`src/bfl_pkg.sv`:
```
`default_nettype none
package bfl_pkg;

    // number formats
    localparam int FRAC_BITS   = 16;
    localparam int TRIG_STAGES = 16;
    localparam int DATA_W      = 32;
    localparam int ANGLE_W     = 16;
    localparam int CS_W        = FRAC_BITS + 2;
    localparam int CORD_W      = 34;
    localparam int CORD_FRAC   = 30;
    localparam int PROD_W      = CS_W + DATA_W;
    localparam int GP_W        = 2 * DATA_W + 2;
    localparam int SQ_W        = 2 * DATA_W;
    localparam int HA_W        = PROD_W - FRAC_BITS;
    localparam int NUM_W       = PROD_W;
    localparam int DEN_W       = DATA_W + 1;
    localparam int SAT_W       = 72;
    localparam int STAGE_W     = $clog2(TRIG_STAGES);
    localparam int CFG_IDX_W   = 1;
    localparam int ARITH_STAGES = 8;

    localparam longint CORDIC_X0    = 652032874;
    localparam longint TURN_PER_RAD = 683565276;

    localparam logic [DATA_W-1:0] POSITION_GAIN_RST = DATA_W'(65536);
    localparam logic [DATA_W-1:0] VELOCITY_GAIN_RST = DATA_W'(131072);

    // angle constants in 2^-32 turn
    localparam logic signed [CORD_W-1:0] Z_QUARTER = CORD_W'(64'sd1 <<< 30);
    localparam logic signed [CORD_W-1:0] Z_HALF    = CORD_W'(64'sd1 <<< 31);

    typedef enum logic [CFG_IDX_W-1:0] {
        REG_POSITION_GAIN = 1'b0,
        REG_VELOCITY_GAIN = 1'b1
    } reg_idx_t;

    typedef struct packed {
        logic signed [DATA_W-1:0]  pos_x;
        logic signed [DATA_W-1:0]  pos_y;
        logic        [ANGLE_W-1:0] heading;
        logic signed [DATA_W-1:0]  speed;
        logic signed [DATA_W-1:0]  target_x;
        logic signed [DATA_W-1:0]  target_y;
        logic signed [DATA_W-1:0]  target_vel_x;
        logic signed [DATA_W-1:0]  target_vel_y;
        logic signed [DATA_W-1:0]  target_acc_x;
        logic signed [DATA_W-1:0]  target_acc_y;
    } feed_t;

    typedef struct packed {
        feed_t                     smp;
        logic signed [CORD_W-1:0]  x;
        logic signed [CORD_W-1:0]  y;
        logic signed [CORD_W-1:0]  z;
        logic                      neg;
    } cord_t;

    typedef struct packed {
        feed_t                     smp;
        logic signed [CS_W-1:0]    c;
        logic signed [CS_W-1:0]    s;
        logic signed [DATA_W-1:0]  ex;
        logic signed [DATA_W-1:0]  ey;
        logic signed [DATA_W-1:0]  dvx;
        logic signed [DATA_W-1:0]  dvy;
        logic signed [DATA_W-1:0]  q;
        logic signed [DATA_W-1:0]  vx;
        logic signed [DATA_W-1:0]  vy;
        logic signed [DATA_W-1:0]  rx;
        logic signed [DATA_W-1:0]  ry;
        logic        [DATA_W-1:0]  mag;
        logic        [SQ_W-1:0]    mm;
        logic signed [PROD_W-1:0]  mc;
        logic signed [PROD_W-1:0]  ms;
        logic signed [PROD_W-1:0]  qc;
        logic signed [PROD_W-1:0]  qs;
        logic signed [PROD_W-1:0]  crx;
        logic signed [PROD_W-1:0]  sry;
        logic signed [PROD_W-1:0]  srx;
        logic signed [PROD_W-1:0]  cry;
        logic signed [GP_W-1:0]    kpex;
        logic signed [GP_W-1:0]    kpey;
        logic signed [GP_W-1:0]    kdx;
        logic signed [GP_W-1:0]    kdy;
        logic signed [HA_W-1:0]    ha;
        logic        [NUM_W-1:0]   num;
        logic                      wneg;
        logic                      zero;
    } work_t;

    typedef struct packed {
        logic signed [HA_W-1:0] ha;
        logic [NUM_W-1:0]       num;
        logic [NUM_W-1:0]       quo;
        logic [DEN_W-1:0]       den;
        logic [DEN_W-1:0]       rem;
        logic                   wneg;
        logic                   zero;
    } div_t;

    typedef logic [CORD_W-1:0] atan_tab_t [TRIG_STAGES];

    // shift-subtract quotient of two non-negative constants
    function automatic longint udiv_calc(input longint num, input longint den);
        longint quo;
        longint rem;
        quo = 0;
        rem = 0;
        for (int b = 62; b >= 0; b--)
        begin
            rem = (rem <<< 1) | ((num >>> b) & longint'(1));
            quo = quo <<< 1;
            if (rem >= den)
            begin
                rem = rem - den;
                quo = quo | longint'(1);
            end
        end
        return quo;
    endfunction

    // arctan(2^-i) in 2^-32 turn, from the arctan series
    function automatic longint atan_calc(input int i);
        longint sum;
        longint term;
        int     pw;
        sum = 0;
        if (i == 0)
            return longint'(1) <<< 29;
        for (int k = 0; k <= 40; k++)
        begin
            pw = i * (2 * k + 1);
            if (pw <= 40)
            begin
                term = udiv_calc(longint'(1) <<< (40 - pw), longint'(2 * k + 1));
                sum = ((k & 1) != 0) ? sum - term : sum + term;
            end
        end
        sum = (sum + 128) >>> 8;
        return (sum * TURN_PER_RAD + (longint'(1) <<< 31)) >>> 32;
    endfunction

    function automatic atan_tab_t build_atan_tab();
        atan_tab_t tab;
        for (int i = 0; i < TRIG_STAGES; i++)
        begin
            tab[i] = CORD_W'(atan_calc(i));
        end
        return tab;
    endfunction

    localparam atan_tab_t ATAN_TAB = build_atan_tab();

    // clamp to the signed 32-bit range
    function automatic logic signed [DATA_W-1:0] sat32(input logic signed [SAT_W-1:0] v);
        logic signed [SAT_W-1:0] hi;
        logic signed [SAT_W-1:0] lo;
        hi = SAT_W'({1'b0, {(DATA_W-1){1'b1}}});
        lo = -hi - SAT_W'(1);
        if (v > hi)
            return hi[DATA_W-1:0];
        if (v < lo)
            return lo[DATA_W-1:0];
        return v[DATA_W-1:0];
    endfunction

    // round half up, then arithmetic shift
    function automatic logic signed [SAT_W-1:0] rnd_q(input logic signed [SAT_W-1:0] v,
                                                      input int sh);
        logic signed [SAT_W-1:0] half;
        half = '0;
        half[sh-1] = 1'b1;
        return (v + half) >>> sh;
    endfunction

endpackage
`default_nettype wire

```
`src/bfl_div_cell.sv`:
```
`default_nettype none
module bfl_div_cell import bfl_pkg::*;
(
    input  wire logic clk,
    input  wire logic rst_n,
    input  wire logic up_valid,
    output logic      up_ready,
    input  wire div_t up_data,
    output logic      down_valid,
    input  wire logic down_ready,
    output div_t      down_data
);

    logic valid_reg;
    div_t data_reg;
    div_t data_next;

    assign up_ready   = !valid_reg || down_ready;
    assign down_valid = valid_reg;
    assign down_data  = data_reg;

    // one restoring step: bring in the next numerator bit
    always_comb
    begin
        logic [DEN_W:0] t;
        logic           qbit;
        t    = {up_data.rem, up_data.num[NUM_W-1]};
        qbit = (t >= {1'b0, up_data.den});
        data_next     = up_data;
        data_next.rem = qbit ? DEN_W'(t - {1'b0, up_data.den}) : DEN_W'(t);
        data_next.num = {up_data.num[NUM_W-2:0], 1'b0};
        data_next.quo = {up_data.quo[NUM_W-2:0], qbit};
    end

    always_ff @(posedge clk or negedge rst_n)
    begin
        if (!rst_n)
            valid_reg <= 1'b0;
        else if (up_ready)
            valid_reg <= up_valid;
    end

    always_ff @(posedge clk)
    begin
        if (up_ready)
            data_reg <= data_next;
    end

    // partial remainder stays below the divisor
    a_rem_below_den: assert property (@(posedge clk) disable iff (!rst_n)
        (valid_reg && data_reg.den != '0) |-> (data_reg.rem < data_reg.den))
        else $error("partial remainder not below divisor");

endmodule
`default_nettype wire

```
`config.mk`:
```
export PLATFORM = sky130hd
export DESIGN_NAME = bfl_div_cell
export DESIGN_NICKNAME = d
export VERILOG_FILES = /design/src/bfl_pkg.sv /design/src/bfl_div_cell.sv
export SDC_FILE = /design/constraint.sdc
export NUM_CORES = 1
export LEC_CHECK = 0
export BUFFER_PORTS_ARGS = -buffer_cell sky130_fd_sc_hd__buf_2
export CORE_AREA = 2 2 159 161
export CTS_CLUSTER_DIAMETER = 40
export DETAILED_ROUTE_END_ITERATION = 8
export DIE_AREA = 0 0 161 163
export GPL_TIMING_DRIVEN = 0
export HOLD_SLACK_MARGIN = 0.05
export PLACE_DENSITY = 0.66
export SLEW_MARGIN = 30
export SYNTH_ARGS = -nofsm -noshare
export SYNTH_HDL_FRONTEND = slang
export SYNTH_SLANG_ARGS = --single-unit
```
`constraint.sdc`:
```
create_clock -name clk -period 5.53 [get_ports clk]
set_input_delay 0.553 -clock clk [delete_from_list [all_inputs] [get_ports clk]]
set_output_delay 0.553 -clock clk [all_outputs]
set_load 0.02 [all_outputs]
```
==> results.json <==
{
  "hold_violations": 0,
  "synth_area_per_cell_um2": 15.1,
  "cp.arrival_ns": 3.27,
  "reg2reg_depth": 4,
  "tns_ns": 0,
  "synth_cell_types": 62,
  "r2r-end": "down_data[168]",
  "leakagePower_nw": 5.52,
  "routed_wl_um": 25900,
  "endpoint_kind": "register",
  "synth-edff-count": 201,
  "cts_setup_buffers": 0,
  "period_share_pct": 54.8,
  "core-area_mm2": 0.0247,
  "cts_root_buf": "clkbuf_16",
  "initial_core_util_pct": 34.9,
  "utilization_pct": 50.4,
  "r2r-start": "down_valid",
  "path_max_fanout": 10,
  "rsz0062_at_grt": "false",
  "netlist_instances": 572,
  "ctsResizeCount": 0,
  "critPathLaunchType": "input pin",
  "fmax_ghz": 0.330,
  "min_path_type": "input pin to register",
  "cts.clk_slew.worst_paths_ns": 0.06,
  "synth_area_mm2": 0.00861,
  "htree_levels": 2,
  "cp-endpoint": "down_data[3]",
  "placement.io_buffers": 407,
  "period_minus_slack_ns": 3.03,
  "worstSkewPairLatency_ns": 0.50,
  "clkSinkCount": 202,
  "clock_path_buffers": 3,
  "drive_above_1_share_pct": 51.0,
  "slew_headroom_pct": 61.8,
  "dr_total_vias": 6417,
  "grt_use_total_pct": 18.8,
  "critPathKind": "input pin to register",
  "first_pass_iters": 5,
  "drt-vias-per-instance": 4.64,
  "grt_max_degree": 52,
  "die_w_um": 161,
  "wire_per_inst_um": 18.8,
  "final_common_cell": "buf_2",
  "fin_skew_ns": 0.0200,
  "seq_area_frac_synth_pct": 70.4,
  "slew_violations": 0,
  "ant_nets": 0,
  "dieHeight_um": 163,
  "areaGrowthSynthToFinish_pct": 44.3,
  "synthArstFlopShare_pct": 0.495,
  "critPathRequiredTime_ns": 5.77,
  "cp-startpoint": "up_data[167]",
  "drv_cap": 0,
  "nets": 1261,
  "p_per_area_mw_per_mm2": 394,
  "place_hpwl_um": 20600,
  "gr-total-overflow": 0,
  "antenna_found_initial": 3,
  "synth_ff_type": "edfxtp_1",
  "grt_pass1_wl_um": 37200,
  "io_pins": 410,
  "timing.hold.ws_ns": 0.221,
  "status": "completed",
  "rows": 58,
  "tightest_slew_ns": 0.558,
  "drc": 0,
  "place.gp.congestion": 0.866,
  "cts_buffers": 35,
  "synth_nets": 812,
  "ctsHoldBuffers": 1,
  "cts_tree": "yes",
  "grt_pass1_vias": 6319,
  "vdd.ir_drop.worst_uv": 223,
  "synth_warnings": 0,
  "r2r_slack_ns": 3.58,
  "ys_ff_latch": 202,
  "final_cell_mix": "413 x buf_2, 201 x edfxtp_1, 44 x inv_1",
  "drt_iter0_drc": 352,
  "die-area_mm2": 0.0262,
  "setup_viol": 0
}
## synth_stat cells (3+ instances only)
master    number  area share (%)
edfxtp_1     201              70
inv_1         44             1.9
nand2_1       42             1.8
ha_1          33             4.8
a21oi_1       32             1.9
o21ai_2       20             2.0
xnor2_1       15             1.5
nor2_1        14            0.61
o21ai_0       14            0.81
o21ai_1       13            0.76
xor2_1        13             1.3
a21o_1        12             1.0
nand2_2       10            0.73
and3_1         7            0.51
buf_2          6            0.35
nand2b_1       6            0.44
nand3_1        6            0.35
o21bai_1       6            0.52
buf_6          5            0.65
nand4_1        5            0.36
nor3_1         4            0.23
o21a_1         4            0.35
o31ai_1        4            0.35
a31oi_1        3            0.22
clkbuf_1       3            0.13
nor2b_1        3            0.22
nor4_1         3            0.22
o211ai_1       3            0.26
## per-layer routing
metal	part of all wire [%]	GRT usage (%)
met1	36	20.7
met4	1.7	4.34
met2	54	35.6
met3	8.5	5.78
met5	0	0
## worst max-delay path, stage by stage
cell	delay [ns]
buf_2	0.10
inv_1	0.05
ha_1	0.15
inv_1	0.05
fa_1	0.41
a21o_1	0.23
a221oi_2	0.43
o21ai_2	0.16
a21boi_2	0.29
o31ai_2	0.18
a21oi_4	0.19
buf_12	0.17
mux2_4	0.30
## through the flow
| step | instance area (um2) | std cells | power, mW | setup slack (ns) |
|---|---|---|---|---|
| 2_1_floorplan | 8610 | 572 | 2.40 | 1.80 |
| 3_3_place_gp | 11100 | 1309 | 2.69 | 0.114 |
| 3_5_place_dp | 11200 | 1313 | 2.69 | 1.97 |
| 4_1_cts | 12400 | 1378 | 4.95 | 2.47 |
| 5_1_grt | 12400 | 1379 | 5.08 | 2.32 |
| 6_report | 12400 | 1382 | 4.89 | 2.50 |
## where the power goes
group          switching, mW  total (mW)  leakage [nW]  internal (mW)
clock                  0.784        2.23         0.590           1.45
sequential            0.0303        1.88          2.04           1.85
combinational          0.495       0.779          2.89          0.284
total                   1.31        4.89          5.52           3.58
## cell type report
| cell class | instances | area, um2 |
|---|---|---|
| fillers | 2221 | 12200 |
| well taps | 330 | 413 |
| diodes | 4 | 10.0 |
| multi-input cells | 307 | 2240 |
| clock inverters | 28 | 335 |
| clock buffers | 36 | 901 |
| flip-flops and latches | 202 | 6060 |
| plain buffers | 18 | 153 |
| repair buffers | 412 | 2150 |
| inverters | 45 | 169 |
## worst min path at each step
stage               depth (start not counted)              to  slack, ns          from
floorplan                                   0      down_valid       0.26         rst_n
global placement                            1      down_valid       0.33         rst_n
detailed placement                          1      down_valid       0.33         rst_n
CTS                                         1  down_data[121]       0.20  up_data[120]
global route                                1   down_data[75]       0.19   up_data[74]
finish                                      1   down_data[87]       0.22   up_data[86]
## sequential cells by signal, indices dropped and copies added (netlist names)
signal,count
down_data,201
down_valid,1
## logic make-up after synthesis
kind of cell,synth area share [%]
other,0.0435
adder cells (fa/ha/maj),5.03
XOR/XNOR,2.85
AO/OA/AOI/OAI,11.6
buffers and inverters,3.73
multiplexers,0.174
flip-flops,70.4
AND/OR/NAND/NOR,6.16
Note: power is estimated with default switching activity, not from simulation.
