`src/bfl_pkg.sv`:
```
`default_nettype none
package bfl_pkg;

    // number formats
    localparam int FRAC_BITS   = 16;
    localparam int TRIG_STAGES = 16;
    localparam int DATA_W      = 32;
    localparam int ANGLE_W     = 16;
    localparam int CS_W        = FRAC_BITS + 2;
    localparam int CORD_W      = 34;
    localparam int CORD_FRAC   = 30;
    localparam int PROD_W      = CS_W + DATA_W;
    localparam int GP_W        = 2 * DATA_W + 2;
    localparam int SQ_W        = 2 * DATA_W;
    localparam int HA_W        = PROD_W - FRAC_BITS;
    localparam int NUM_W       = PROD_W;
    localparam int DEN_W       = DATA_W + 1;
    localparam int SAT_W       = 72;
    localparam int STAGE_W     = $clog2(TRIG_STAGES);
    localparam int CFG_IDX_W   = 1;
    localparam int ARITH_STAGES = 8;

    localparam longint CORDIC_X0    = 652032874;
    localparam longint TURN_PER_RAD = 683565276;

    localparam logic [DATA_W-1:0] POSITION_GAIN_RST = DATA_W'(65536);
    localparam logic [DATA_W-1:0] VELOCITY_GAIN_RST = DATA_W'(131072);

    // angle constants in 2^-32 turn
    localparam logic signed [CORD_W-1:0] Z_QUARTER = CORD_W'(64'sd1 <<< 30);
    localparam logic signed [CORD_W-1:0] Z_HALF    = CORD_W'(64'sd1 <<< 31);

    typedef enum logic [CFG_IDX_W-1:0] {
        REG_POSITION_GAIN = 1'b0,
        REG_VELOCITY_GAIN = 1'b1
    } reg_idx_t;

    typedef struct packed {
        logic signed [DATA_W-1:0]  pos_x;
        logic signed [DATA_W-1:0]  pos_y;
        logic        [ANGLE_W-1:0] heading;
        logic signed [DATA_W-1:0]  speed;
        logic signed [DATA_W-1:0]  target_x;
        logic signed [DATA_W-1:0]  target_y;
        logic signed [DATA_W-1:0]  target_vel_x;
        logic signed [DATA_W-1:0]  target_vel_y;
        logic signed [DATA_W-1:0]  target_acc_x;
        logic signed [DATA_W-1:0]  target_acc_y;
    } feed_t;

    typedef struct packed {
        feed_t                     smp;
        logic signed [CORD_W-1:0]  x;
        logic signed [CORD_W-1:0]  y;
        logic signed [CORD_W-1:0]  z;
        logic                      neg;
    } cord_t;

    typedef struct packed {
        feed_t                     smp;
        logic signed [CS_W-1:0]    c;
        logic signed [CS_W-1:0]    s;
        logic signed [DATA_W-1:0]  ex;
        logic signed [DATA_W-1:0]  ey;
        logic signed [DATA_W-1:0]  dvx;
        logic signed [DATA_W-1:0]  dvy;
        logic signed [DATA_W-1:0]  q;
        logic signed [DATA_W-1:0]  vx;
        logic signed [DATA_W-1:0]  vy;
        logic signed [DATA_W-1:0]  rx;
        logic signed [DATA_W-1:0]  ry;
        logic        [DATA_W-1:0]  mag;
        logic        [SQ_W-1:0]    mm;
        logic signed [PROD_W-1:0]  mc;
        logic signed [PROD_W-1:0]  ms;
        logic signed [PROD_W-1:0]  qc;
        logic signed [PROD_W-1:0]  qs;
        logic signed [PROD_W-1:0]  crx;
        logic signed [PROD_W-1:0]  sry;
        logic signed [PROD_W-1:0]  srx;
        logic signed [PROD_W-1:0]  cry;
        logic signed [GP_W-1:0]    kpex;
        logic signed [GP_W-1:0]    kpey;
        logic signed [GP_W-1:0]    kdx;
        logic signed [GP_W-1:0]    kdy;
        logic signed [HA_W-1:0]    ha;
        logic        [NUM_W-1:0]   num;
        logic                      wneg;
        logic                      zero;
    } work_t;

    typedef struct packed {
        logic signed [HA_W-1:0] ha;
        logic [NUM_W-1:0]       num;
        logic [NUM_W-1:0]       quo;
        logic [DEN_W-1:0]       den;
        logic [DEN_W-1:0]       rem;
        logic                   wneg;
        logic                   zero;
    } div_t;

    typedef logic [CORD_W-1:0] atan_tab_t [TRIG_STAGES];

    // shift-subtract quotient of two non-negative constants
    function automatic longint udiv_calc(input longint num, input longint den);
        longint quo;
        longint rem;
        quo = 0;
        rem = 0;
        for (int b = 62; b >= 0; b--)
        begin
            rem = (rem <<< 1) | ((num >>> b) & longint'(1));
            quo = quo <<< 1;
            if (rem >= den)
            begin
                rem = rem - den;
                quo = quo | longint'(1);
            end
        end
        return quo;
    endfunction

    // arctan(2^-i) in 2^-32 turn, from the arctan series
    function automatic longint atan_calc(input int i);
        longint sum;
        longint term;
        int     pw;
        sum = 0;
        if (i == 0)
            return longint'(1) <<< 29;
        for (int k = 0; k <= 40; k++)
        begin
            pw = i * (2 * k + 1);
            if (pw <= 40)
            begin
                term = udiv_calc(longint'(1) <<< (40 - pw), longint'(2 * k + 1));
                sum = ((k & 1) != 0) ? sum - term : sum + term;
            end
        end
        sum = (sum + 128) >>> 8;
        return (sum * TURN_PER_RAD + (longint'(1) <<< 31)) >>> 32;
    endfunction

    function automatic atan_tab_t build_atan_tab();
        atan_tab_t tab;
        for (int i = 0; i < TRIG_STAGES; i++)
        begin
            tab[i] = CORD_W'(atan_calc(i));
        end
        return tab;
    endfunction

    localparam atan_tab_t ATAN_TAB = build_atan_tab();

    // clamp to the signed 32-bit range
    function automatic logic signed [DATA_W-1:0] sat32(input logic signed [SAT_W-1:0] v);
        logic signed [SAT_W-1:0] hi;
        logic signed [SAT_W-1:0] lo;
        hi = SAT_W'({1'b0, {(DATA_W-1){1'b1}}});
        lo = -hi - SAT_W'(1);
        if (v > hi)
            return hi[DATA_W-1:0];
        if (v < lo)
            return lo[DATA_W-1:0];
        return v[DATA_W-1:0];
    endfunction

    // round half up, then arithmetic shift
    function automatic logic signed [SAT_W-1:0] rnd_q(input logic signed [SAT_W-1:0] v,
                                                      input int sh);
        logic signed [SAT_W-1:0] half;
        half = '0;
        half[sh-1] = 1'b1;
        return (v + half) >>> sh;
    endfunction

endpackage
`default_nettype wire

```
`src/bfl_cordic_cell.sv`:
```
`default_nettype none
module bfl_cordic_cell import bfl_pkg::*;
(
    input  wire logic               clk,
    input  wire logic               rst_n,
    input  wire logic [STAGE_W-1:0] stage,
    input  wire logic               up_valid,
    output logic                    up_ready,
    input  wire cord_t              up_data,
    output logic                    down_valid,
    input  wire logic               down_ready,
    output cord_t                   down_data
);

    logic  valid_reg;
    cord_t data_reg;
    cord_t data_next;

    assign up_ready   = !valid_reg || down_ready;
    assign down_valid = valid_reg;
    assign down_data  = data_reg;

    // one micro-rotation towards zero residual angle
    always_comb
    begin
        logic signed [CORD_W-1:0] dx;
        logic signed [CORD_W-1:0] dy;
        logic signed [CORD_W-1:0] a;
        dx = up_data.y >>> stage;
        dy = up_data.x >>> stage;
        a  = signed'(ATAN_TAB[stage]);
        data_next = up_data;
        if (!up_data.z[CORD_W-1])
        begin
            data_next.x = up_data.x - dx;
            data_next.y = up_data.y + dy;
            data_next.z = up_data.z - a;
        end
        else
        begin
            data_next.x = up_data.x + dx;
            data_next.y = up_data.y - dy;
            data_next.z = up_data.z + a;
        end
    end

    always_ff @(posedge clk or negedge rst_n)
    begin
        if (!rst_n)
            valid_reg <= 1'b0;
        else if (up_ready)
            valid_reg <= up_valid;
    end

    always_ff @(posedge clk)
    begin
        if (up_ready)
            data_reg <= data_next;
    end

endmodule
`default_nettype wire

```
`config.mk`:
```
export PLATFORM = sky130hd
export DESIGN_NAME = bfl_cordic_cell
export DESIGN_NICKNAME = d
export VERILOG_FILES = /design/src/bfl_pkg.sv /design/src/bfl_cordic_cell.sv
export SDC_FILE = /design/constraint.sdc
export NUM_CORES = 1
export LEC_CHECK = 0
export ABC_AREA = 1
export BUFFER_PORTS_ARGS = -buffer_cell sky130_fd_sc_hd__buf_2
export CAP_MARGIN = 20
export CORE_AREA = 2 2 321 323
export DETAILED_ROUTE_END_ITERATION = 10
export DIE_AREA = 0 0 323 325
export SYNTH_ARGS = -nofsm -noshare
export SYNTH_HDL_FRONTEND = slang
export SYNTH_SLANG_ARGS = --single-unit
export TNS_END_PERCENT = 30
```
`constraint.sdc`:
```
create_clock -name clk -period 28.4 [get_ports clk]
set_clock_uncertainty 0.05 [all_clocks]
set_input_delay 4.26 -clock clk [delete_from_list [all_inputs] [get_ports clk]]
set_output_delay 4.26 -clock clk [all_outputs]
set_load 0.01 [all_outputs]
```
==> results of run 1 <==
-- power by group --
part / internal (µW) / leakage (µW) / total, µW / switching [µW]
Sequential: 770 / 0.00410 / 806 / 35.7
Combinational: 202 / 0.00936 / 602 / 400
Clock: 364 / 0.000778 / 645 / 281
Total: 1340 / 0.0142 / 2050 / 717
-- logic make-up (layout without fill, tap and decap cells) --
kind of cell / count (synthesis) / after routing / synth area share (%)
XOR/XNOR: 161 / 161 / 5.88
adder cells (fa/ha/maj): 113 / 113 / 5.99
AO/OA/AOI/OAI: 313 / 313 / 7.59
other: 0 / 25 / 0
flip-flops: 408 / 408 / 51.0
buffers and inverters: 280 / 1138 / 5.11
AND/OR/NAND/NOR: 1360 / 1360 / 24.4
-- metrics by stage --
step / hold WS, ns / setup slack, ns / area, µm² / total power [µW]
finish: 0.947 / 19.08 / 31200 / 2050
CTS: 0.973 / 19.05 / 31100 / 2080
global placement: 0.968 / 18.60 / 29500 / 1430
global route: 1.00 / 18.69 / 31200 / 2160
floorplan: 3.91 / 11.17 / 24000 / 1160
detailed placement: 0.963 / 18.62 / 29500 / 1420
-- sequential cells by signal (all words and copies together), names as in the netlist --
register,count
down_data,407
down_valid,1
-- final timing paths --
| kind | depth (start not counted) | end | startpoint | slack [ns] |
|---|---|---|---|---|
| setup / recovery | 4 | up_ready | down_ready | 19.08 |
| hold / removal | 1 | down_data[45]$_DFFE_PP_ | down_valid$_DFFE_PN0P_ | 0.95 |
| setup reg to reg | 5 | down_data[254]$_DFFE_PP_ | down_valid$_DFFE_PN0P_ | 24.21 |
| hold reg to reg | 1 | down_data[45]$_DFFE_PP_ | down_valid$_DFFE_PN0P_ | 0.95 |
| max in group asynchronous | 1 | down_valid$_DFFE_PN0P_ | rst_n | 24.88 |
| min in group asynchronous | 1 | down_valid$_DFFE_PN0P_ | rst_n | 3.33 |
-- worst register-to-register path: cells and delay by family (launching register included) --
family	cells	cell delay, ns
simple gates	1	0.36
buf+inv	4	2.84
flops	1	0.43
-- final cells by class --
type	count	area, µm²	share of cell area, %
Sequential cell	408	12200	39.3
Inverter	206	776	2.49
Timing Repair Buffer	841	4250	13.6
Antenna cell	25	62.6	0.201
Clock inverter	31	334	1.07
Clock buffer	60	1290	4.13
Multi-Input combinational cell	1947	10500	33.7
Tap cell	1368	1710	5.49
-- placed cells by master (no fill, tap or decap), types with 4 or more instances in the layout --
| cell type | Yosys | layout |
|---|---|---|
| sky130_fd_sc_hd__nand3b_1 | 6 | 6 |
| sky130_fd_sc_hd__o21ai_0 | 80 | 80 |
| sky130_fd_sc_hd__edfxtp_1 | 407 | 407 |
| sky130_fd_sc_hd__clkinv_1 | 0 | 10 |
| sky130_fd_sc_hd__a221oi_1 | 5 | 5 |
| sky130_fd_sc_hd__o21bai_1 | 13 | 13 |
| sky130_fd_sc_hd__a21oi_1 | 134 | 134 |
| sky130_fd_sc_hd__clkbuf_16 | 0 | 50 |
| sky130_fd_sc_hd__nor4_1 | 9 | 9 |
| sky130_fd_sc_hd__clkinv_2 | 0 | 6 |
| sky130_fd_sc_hd__ha_1 | 110 | 110 |
| sky130_fd_sc_hd__nand2_1 | 673 | 672 |
| sky130_fd_sc_hd__xnor2_1 | 62 | 62 |
| sky130_fd_sc_hd__buf_4 | 5 | 18 |
| sky130_fd_sc_hd__a31oi_1 | 11 | 11 |
| sky130_fd_sc_hd__a21o_1 | 19 | 19 |
| sky130_fd_sc_hd__xor2_1 | 99 | 99 |
| sky130_fd_sc_hd__diode_2 | 0 | 25 |
| sky130_fd_sc_hd__nor2_2 | 10 | 10 |
| sky130_fd_sc_hd__nor3_1 | 19 | 19 |
| sky130_fd_sc_hd__a21boi_0 | 8 | 8 |
| sky130_fd_sc_hd__nand2_2 | 13 | 13 |
| sky130_fd_sc_hd__inv_2 | 9 | 9 |
| sky130_fd_sc_hd__nand3_1 | 376 | 376 |
| sky130_fd_sc_hd__o21ai_1 | 11 | 11 |
| sky130_fd_sc_hd__nand4_1 | 21 | 21 |
| sky130_fd_sc_hd__o21ai_2 | 8 | 8 |
| sky130_fd_sc_hd__inv_1 | 196 | 196 |
| sky130_fd_sc_hd__bufinv_16 | 0 | 4 |
| sky130_fd_sc_hd__nor2_1 | 220 | 220 |
| sky130_fd_sc_hd__o211ai_1 | 7 | 7 |
| sky130_fd_sc_hd__clkbuf_1 | 15 | 10 |
| sky130_fd_sc_hd__buf_2 | 32 | 823 |
-- layer usage --
layer	vias up	wire [µm]	global-route usage, %
met5	-	195	0
met4	32	4770	6.68
met3	338	12800	7.66
met2	1191	66200	43.6
met1	10900	48700	27.7
li1	10800	-	-
==> impl_metrics.sql, run 1 <==
INSERT INTO impl_metrics (metric_group, metric, value, unit) VALUES
('critical_path', 'crit_family', 'buffers and inverters', ''),
('placed_design', 'place_inst', '4770', ''),
('critical_path', 'cp_max_fo', '20', ''),
('logic_synthesis', 'ys.warnings.count', '0', ''),
('grt', 'globalRouteOverflowTotal', '0', ''),
('grt', 'pin_count_of_the_biggest_net_entering_global_routing', '79', ''),
('grt', 'grt_first_pass_wirelength', '176', 'mm'),
('logic_synthesis', 'synth.top_cells.by_count', '673 x sky130_fd_sc_hd__nand2_1, 407 x sky130_fd_sc_hd__edfxtp_1, 376 x sky130_fd_sc_hd__nand3_1', ''),
('critical_path', 'worst_ep_required_time', '24.09', 'ns'),
('critical_path', 'critPathCaptureType', 'output pin', ''),
('sta', 'max_freq', '0.107', 'GHz'),
('floorplan', 'core_area', '0.101', 'mm²'),
('min_path', 'hold_class', 'flop to flop', ''),
('logic_synthesis', 'synth.ff_latch_count', '408', ''),
('clock_tree', 'cts-root-to-sink-buffers', '3', ''),
('sta', 'timing.max_slew.rel_slack', '31.0', '%'),
('route', 'drt-vias-per-instance', '4.75', ''),
('route', 'drtIter0Drc', '2478', ''),
('route', 'wl_per_cell', '27.1', 'µm'),
('sta', 'grt_setup_unrepaired', 'false', ''),
('placed_design', 'io_buffers', '823', ''),
('logic_synthesis', 'syn_area', '0.0240', 'mm²'),
('logic_synthesis', 'postSynthAreaPerCell', '9.11', 'µm²'),
('power', 'cellPowerDensity', '65.8', 'mW/mm²'),
('floorplan', 'die_y', '325', 'µm'),
('power', 'p_leak', '0.0142', 'µW'),
('route', 'antenna_violating_nets_post_route', '0', ''),
('grt', 'gr-usage-all-layers', '24.4', '%'),
('logic_synthesis', 'synth_top_flop_cell', 'sky130_fd_sc_hd__edfxtp_1', ''),
('clock_tree', 'cts_inserted_buffers', '50', ''),
('cells_and_area', 'layoutNonFillerInstCount', '4886', ''),
('cells_and_area', 'finish.utilization', '30.8', '%'),
('clock_tree', 'clock_sink_count', '408', ''),
('floorplan', 'floorplan.die.width', '323', 'µm'),
('critical_path', 'critPathMaxStageDelay', '0.27', 'ns'),
('clock_tree', 'cts.htree.levels', '2', ''),
('floorplan', 'start_util', '23.7', '%'),
('clock_tree', 'cts.root.buffer_cell', 'sky130_fd_sc_hd__clkbuf_16', ''),
('cells_and_area', 'layout-drive-gt1-share', '27.8', '%'),
('critical_path', 'worst_ep_arrival_time', '5.01', 'ns'),
('floorplan', 'design.portCount', '824', ''),
('critical_path', 'cp_num_buf_inv', '3', ''),
('sta', 'fin_crit_period', '9.32', 'ns'),
('logic_synthesis', 'sequential_share_of_the_synthesized_area', '51.0', '%'),
('clock_tree', 'cts-resized-gates', '0', ''),
('floorplan', 'die-area', '0.105', 'mm²'),
('clock_tree', 'postCtsHoldBufs', '0', ''),
('route', 'first_pass_iters', '5', ''),
('sta', 'layout_worst_path_cycle_share', '32.8', '%'),
('logic_synthesis', 'synth-edff-count', '407', ''),
('logic_synthesis', 'synth_async_sr_flop_share', '0.245', '%'),
('critical_path', 'cell_with_the_largest_stage_delay_on_the_worst_path', 'sky130_fd_sc_hd__buf_2', ''),
('route', 'detailroute.via_count', '23200', ''),
('placed_design', 'globalplace.congestion', '0.956', ''),
('sta', 'worst-slew-pin-transition', '1.04', 'ns'),
('sta', 'number_of_setup_violations_in_the_final_report', '0', ''),
('critical_path', 'crit_chain', 'buf_2, inv_1, nand2_4, buf_2', ''),
('logic_synthesis', 'netlist_instances', '2635', ''),
('logic_synthesis', 'synth_top_area_cell', 'sky130_fd_sc_hd__edfxtp_1', ''),
('sta', 'timing.final.max_slew_violations', '0', ''),
('logic_synthesis', 'yosys-top-cells-area', 'sky130_fd_sc_hd__edfxtp_1 51%, sky130_fd_sc_hd__nand2_1 11%, sky130_fd_sc_hd__nand3_1 7.8%', ''),
('critical_path', 'class_of_the_most_critical_setup_path', 'input port to output pin', ''),
('logic_synthesis', 'mappedNetlistNets', '3163', ''),
('critical_path', 'setup.worst_path.start_class', 'input port', ''),
('status', 'run_status', 'completed', ''),
('clock_tree', 'clk_lat_worst_skew', '0.64', 'ns'),
('route', 'drcViolationCount', '0', ''),
('cells_and_area', 'fillerInstances', '10900', ''),
('clock_tree', 'clkTransAtPathRegs', '0.06', 'ns'),
('floorplan', 'std_cell_rows', '117', ''),
('critical_path', 'worst_path_most_repeated_cell', 'sky130_fd_sc_hd__buf_2', '');
(Power assumes the default switching activity.)
==> run 2, diff against run 1 <==
- clock period: 28.4 -> 8.5 ns (I/O delays scaled with it)
==> run 2 against run 1 <==
  * First-iteration DRC count down 5.0%
  * Non-clock buffer count down 2
  * Wire length down 0.10%
  * Via count down 0.28%
  * Clock-buffer cell count down 1
  * Global-route usage up 0.065 points
  * Register-to-register slack worse by 18 ns
  * Critical endpoint is now down_data[34]$_DFFE_PP_
  * Largest cell class unchanged
==> impl_metrics.sql, run 2 (same netlist as run 1, synthesis figures left out) <==
INSERT INTO impl_metrics (metric_group, metric, value, unit) VALUES
('sta', 'tns', '0', 'ns'),
('cells_and_area', 'layout-drive-gt1-share', '27.7', '%'),
('grt', 'gr-usage-all-layers', '24.4', '%'),
('route', 'antenna_violating_nets_post_route', '0', ''),
('power', 'cellPowerDensity', '220', 'mW/mm²'),
('floorplan', 'core_area', '0.101', 'mm²'),
('critical_path', 'crit_chain', 'buf_2, buf_4, ha_1, nor2_1, nor2_1, nor2_1, nor2_2, ha_1, nand4_1, inv_1, nand2_1, nand2_1, xor2_1, inv_1, ha_1, nand2_1, nor4_1, nand3_1, nand3_1, nand2_1, o211ai_1, nand2_1, nand2_1, a21oi_1', ''),
('grt', 'antenna_found_initial', '122', ''),
('cells_and_area', 'fillerInstances', '10900', ''),
('critical_path', 'critPathCaptureType', 'flop', ''),
('clock_tree', 'post-cts-setup-buffer-count', '0', ''),
('clock_tree', 'cts-root-to-sink-buffers', '3', ''),
('sta', 'number_of_setup_violations_in_the_final_report', '0', ''),
('critical_path', 'critPathMaxStageDelay', '0.56', 'ns'),
('critical_path', 'worst_ep_required_time', '8.80', 'ns'),
('sta', 'grt_setup_unrepaired', 'false', ''),
('cells_and_area', 'largest_register_ff_count', '407', ''),
('route', 'detailroute.via_count', '23200', ''),
('sta', 'fin_crit_period', '6.11', 'ns'),
('clock_tree', 'cts.htree.levels', '2', ''),
('floorplan', 'die_y', '325', 'µm'),
('sta', 'layout_worst_path_cycle_share', '71.9', '%'),
('route', 'totalWireLength', '133', 'mm'),
('power', 'p_switching', '2400', 'µW'),
('floorplan', 'start_util', '23.7', '%'),
('clock_tree', 'cts.root.buffer_cell', 'sky130_fd_sc_hd__clkbuf_16', ''),
('status', 'run_status', 'completed', ''),
('clock_tree', 'clk_lat_worst_skew', '0.63', 'ns'),
('cells_and_area', 'area.growth.synth_to_final', '30.2', '%'),
('cells_and_area', 'final_common_cell', 'sky130_fd_sc_hd__buf_2', ''),
('cells_and_area', 'multi_input_area', '0.0105', 'mm²'),
('critical_path', 'worst_path_most_repeated_cell', 'sky130_fd_sc_hd__nand2_1', ''),
('grt', 'pin_count_of_the_biggest_net_entering_global_routing', '131', ''),
('clock_tree', 'cts_inserted_buffers', '49', ''),
('sta', 'hold_viol_final', '0', ''),
('power', 'ir_drop', '0.155', 'mV'),
('route', 'drcViolationCount', '0', ''),
('sta', 'timing.max_slew.rel_slack', '33.4', '%'),
('clock_tree', 'clock_sink_count', '408', ''),
('floorplan', 'design.portCount', '824', ''),
('power', 'design_power_total', '6870', 'µW'),
('critical_path', 'worst_ep_arrival_time', '6.40', 'ns'),
('clock_tree', 'clkTransAtPathRegs', '0.06', 'ns'),
('power', 'p_leak', '0.0142', 'µW'),
('floorplan', 'floorplan.die.width', '323', 'µm'),
('sta', 'max_freq', '0.164', 'GHz'),
('power', 'power.sequential.fraction', '39.0', '%'),
('route', 'drtIter0Drc', '2355', ''),
('cells_and_area', 'most-common-layout-cells', '823 x sky130_fd_sc_hd__buf_2, 672 x sky130_fd_sc_hd__nand2_1, 407 x sky130_fd_sc_hd__edfxtp_1', ''),
('job', 'drv_cap', '0', ''),
('route', 'wl_per_cell', '27.0', 'µm'),
('critical_path', 'cell_with_the_largest_stage_delay_on_the_worst_path', 'sky130_fd_sc_hd__nor2_1', ''),
('grt', 'grt_first_pass_wirelength', '177', 'mm'),
('critical_path', 'class_of_the_most_critical_setup_path', 'input port to flop', ''),
('placed_design', 'io_buffers', '823', ''),
('clock_tree', 'tritoncts', 'done', ''),
('cells_and_area', 'layoutNonFillerInstCount', '4900', ''),
('clock_tree', 'cts-resized-gates', '0', ''),
('cells_and_area', 'nets', '3979', ''),
('floorplan', 'std_cell_rows', '117', ''),
('clock_tree', 'postCtsHoldBufs', '0', ''),
('floorplan', 'die-area', '0.105', 'mm²'),
('critical_path', 'setup.worst_path.start_class', 'input port', ''),
('route', 'drt-vias-per-instance', '4.72', ''),
('grt', 'first_global_vias', '21600', ''),
('power', 'sw_frac_of_total', '34.9', '%'),
('power', 'p_int', '4470', 'µW'),
('grt', 'globalRouteOverflowTotal', '0', ''),
('placed_design', 'hpwl', '114', 'mm'),
('placed_design', 'globalplace.congestion', '0.993', ''),
('sta', 'worst-slew-pin-transition', '1.00', 'ns'),
('min_path', 'hold_class', 'input port to async pin', ''),
('placed_design', 'place_inst', '4768', ''),
('sta', 'timing.final.max_slew_violations', '0', ''),
('power', 'power.share.combinational', '29.7', '%'),
('power', 'pwr-share-clk', '31.3', '%'),
('cells_and_area', 'layout.area.seq', '0.0122', 'mm²'),
('critical_path', 'cp_max_fo', '44', ''),
('cells_and_area', 'finish.utilization', '30.8', '%'),
('route', 'first_pass_iters', '9', '');
-- run 2: changes by cell type in the layout (fill, tap and decap cells not counted) --
cell | previous run | this run
sky130_fd_sc_hd__buf_4 | 18 | 15
sky130_fd_sc_hd__clkinv_16 | 2 | 1
sky130_fd_sc_hd__buf_12 | 0 | 1
sky130_fd_sc_hd__diode_2 | 25 | 41
sky130_fd_sc_hd__bufinv_16 | 4 | 5
sky130_fd_sc_hd__clkinv_1 | 10 | 11
sky130_fd_sc_hd__clkbuf_16 | 50 | 49
sky130_fd_sc_hd__nand2_4 | 3 | 2
sky130_fd_sc_hd__nand2_8 | 0 | 1
-- run 2: cell type report --
class | instances | share of cell area, %
Antenna cell | 41 | 0.329
Clock buffer | 59 | 4.05
Clock inverter | 32 | 1.08
Inverter | 206 | 2.48
Multi-Input combinational cell | 1947 | 33.7
Sequential cell | 408 | 39.2
Tap cell | 1368 | 5.48
Timing Repair Buffer | 839 | 13.6
-- run 2: final timing paths --
check / startpoint / to / slack [ns] / cells past startpoint
min: rst_n / down_valid$_DFFE_PN0P_ / 0.35 / 1
min reg2reg: down_valid$_DFFE_PN0P_ / down_data[45]$_DFFE_PP_ / 0.88 / 1
max: stage[1] / down_data[34]$_DFFE_PP_ / 2.39 / 24
max reg2reg: down_valid$_DFFE_PN0P_ / down_data[83]$_DFFE_PP_ / 5.89 / 3
max in group asynchronous: rst_n / down_valid$_DFFE_PN0P_ / 7.97 / 1
min in group clk: up_data[105] / down_data[105]$_DFFE_PP_ / 0.76 / 1
-- run 2: per-layer routing --
layer | global-route usage, % | routed length, µm
met5 | 0 | 152
met4 | 9.45 | 4430
met3 | 7.48 | 13500
met2 | 42.4 | 66600
met1 | 27.9 | 47800
-- run 2: stage by stage --
step	area [µm²]	hold slack [ns]	worst slack (ns)
final	31200	0.350	2.39
after global routing	31200	0.315	2.09
after CTS	31100	0.302	2.61
after detailed placement	29500	0.865	1.96
after global placement	29500	0.884	1.93
after floorplan	24000	0.929	1.03
-- run 2: power groups by stage --
stage | Combinational, µW | Sequential, µW | Clock, µW
finish | 2040 | 2680 | 2150
global route | 2240 | 2700 | 2280
CTS | 2060 | 2680 | 2220
detailed placement | 2050 | 2720 | 0
global placement | 2060 | 2720 | 0
floorplan | 1010 | 2860 | 0
-- run 2: critical path: cells and delay by family --
kind                       cells  cell delay, ns
buffers and inverters          4            1.09
xor gates and xnor gates       1            0.19
adders and majority gates      3            0.98
and+or+nand+nor               14            2.58
AOI/OAI and AO/OA              2            0.24
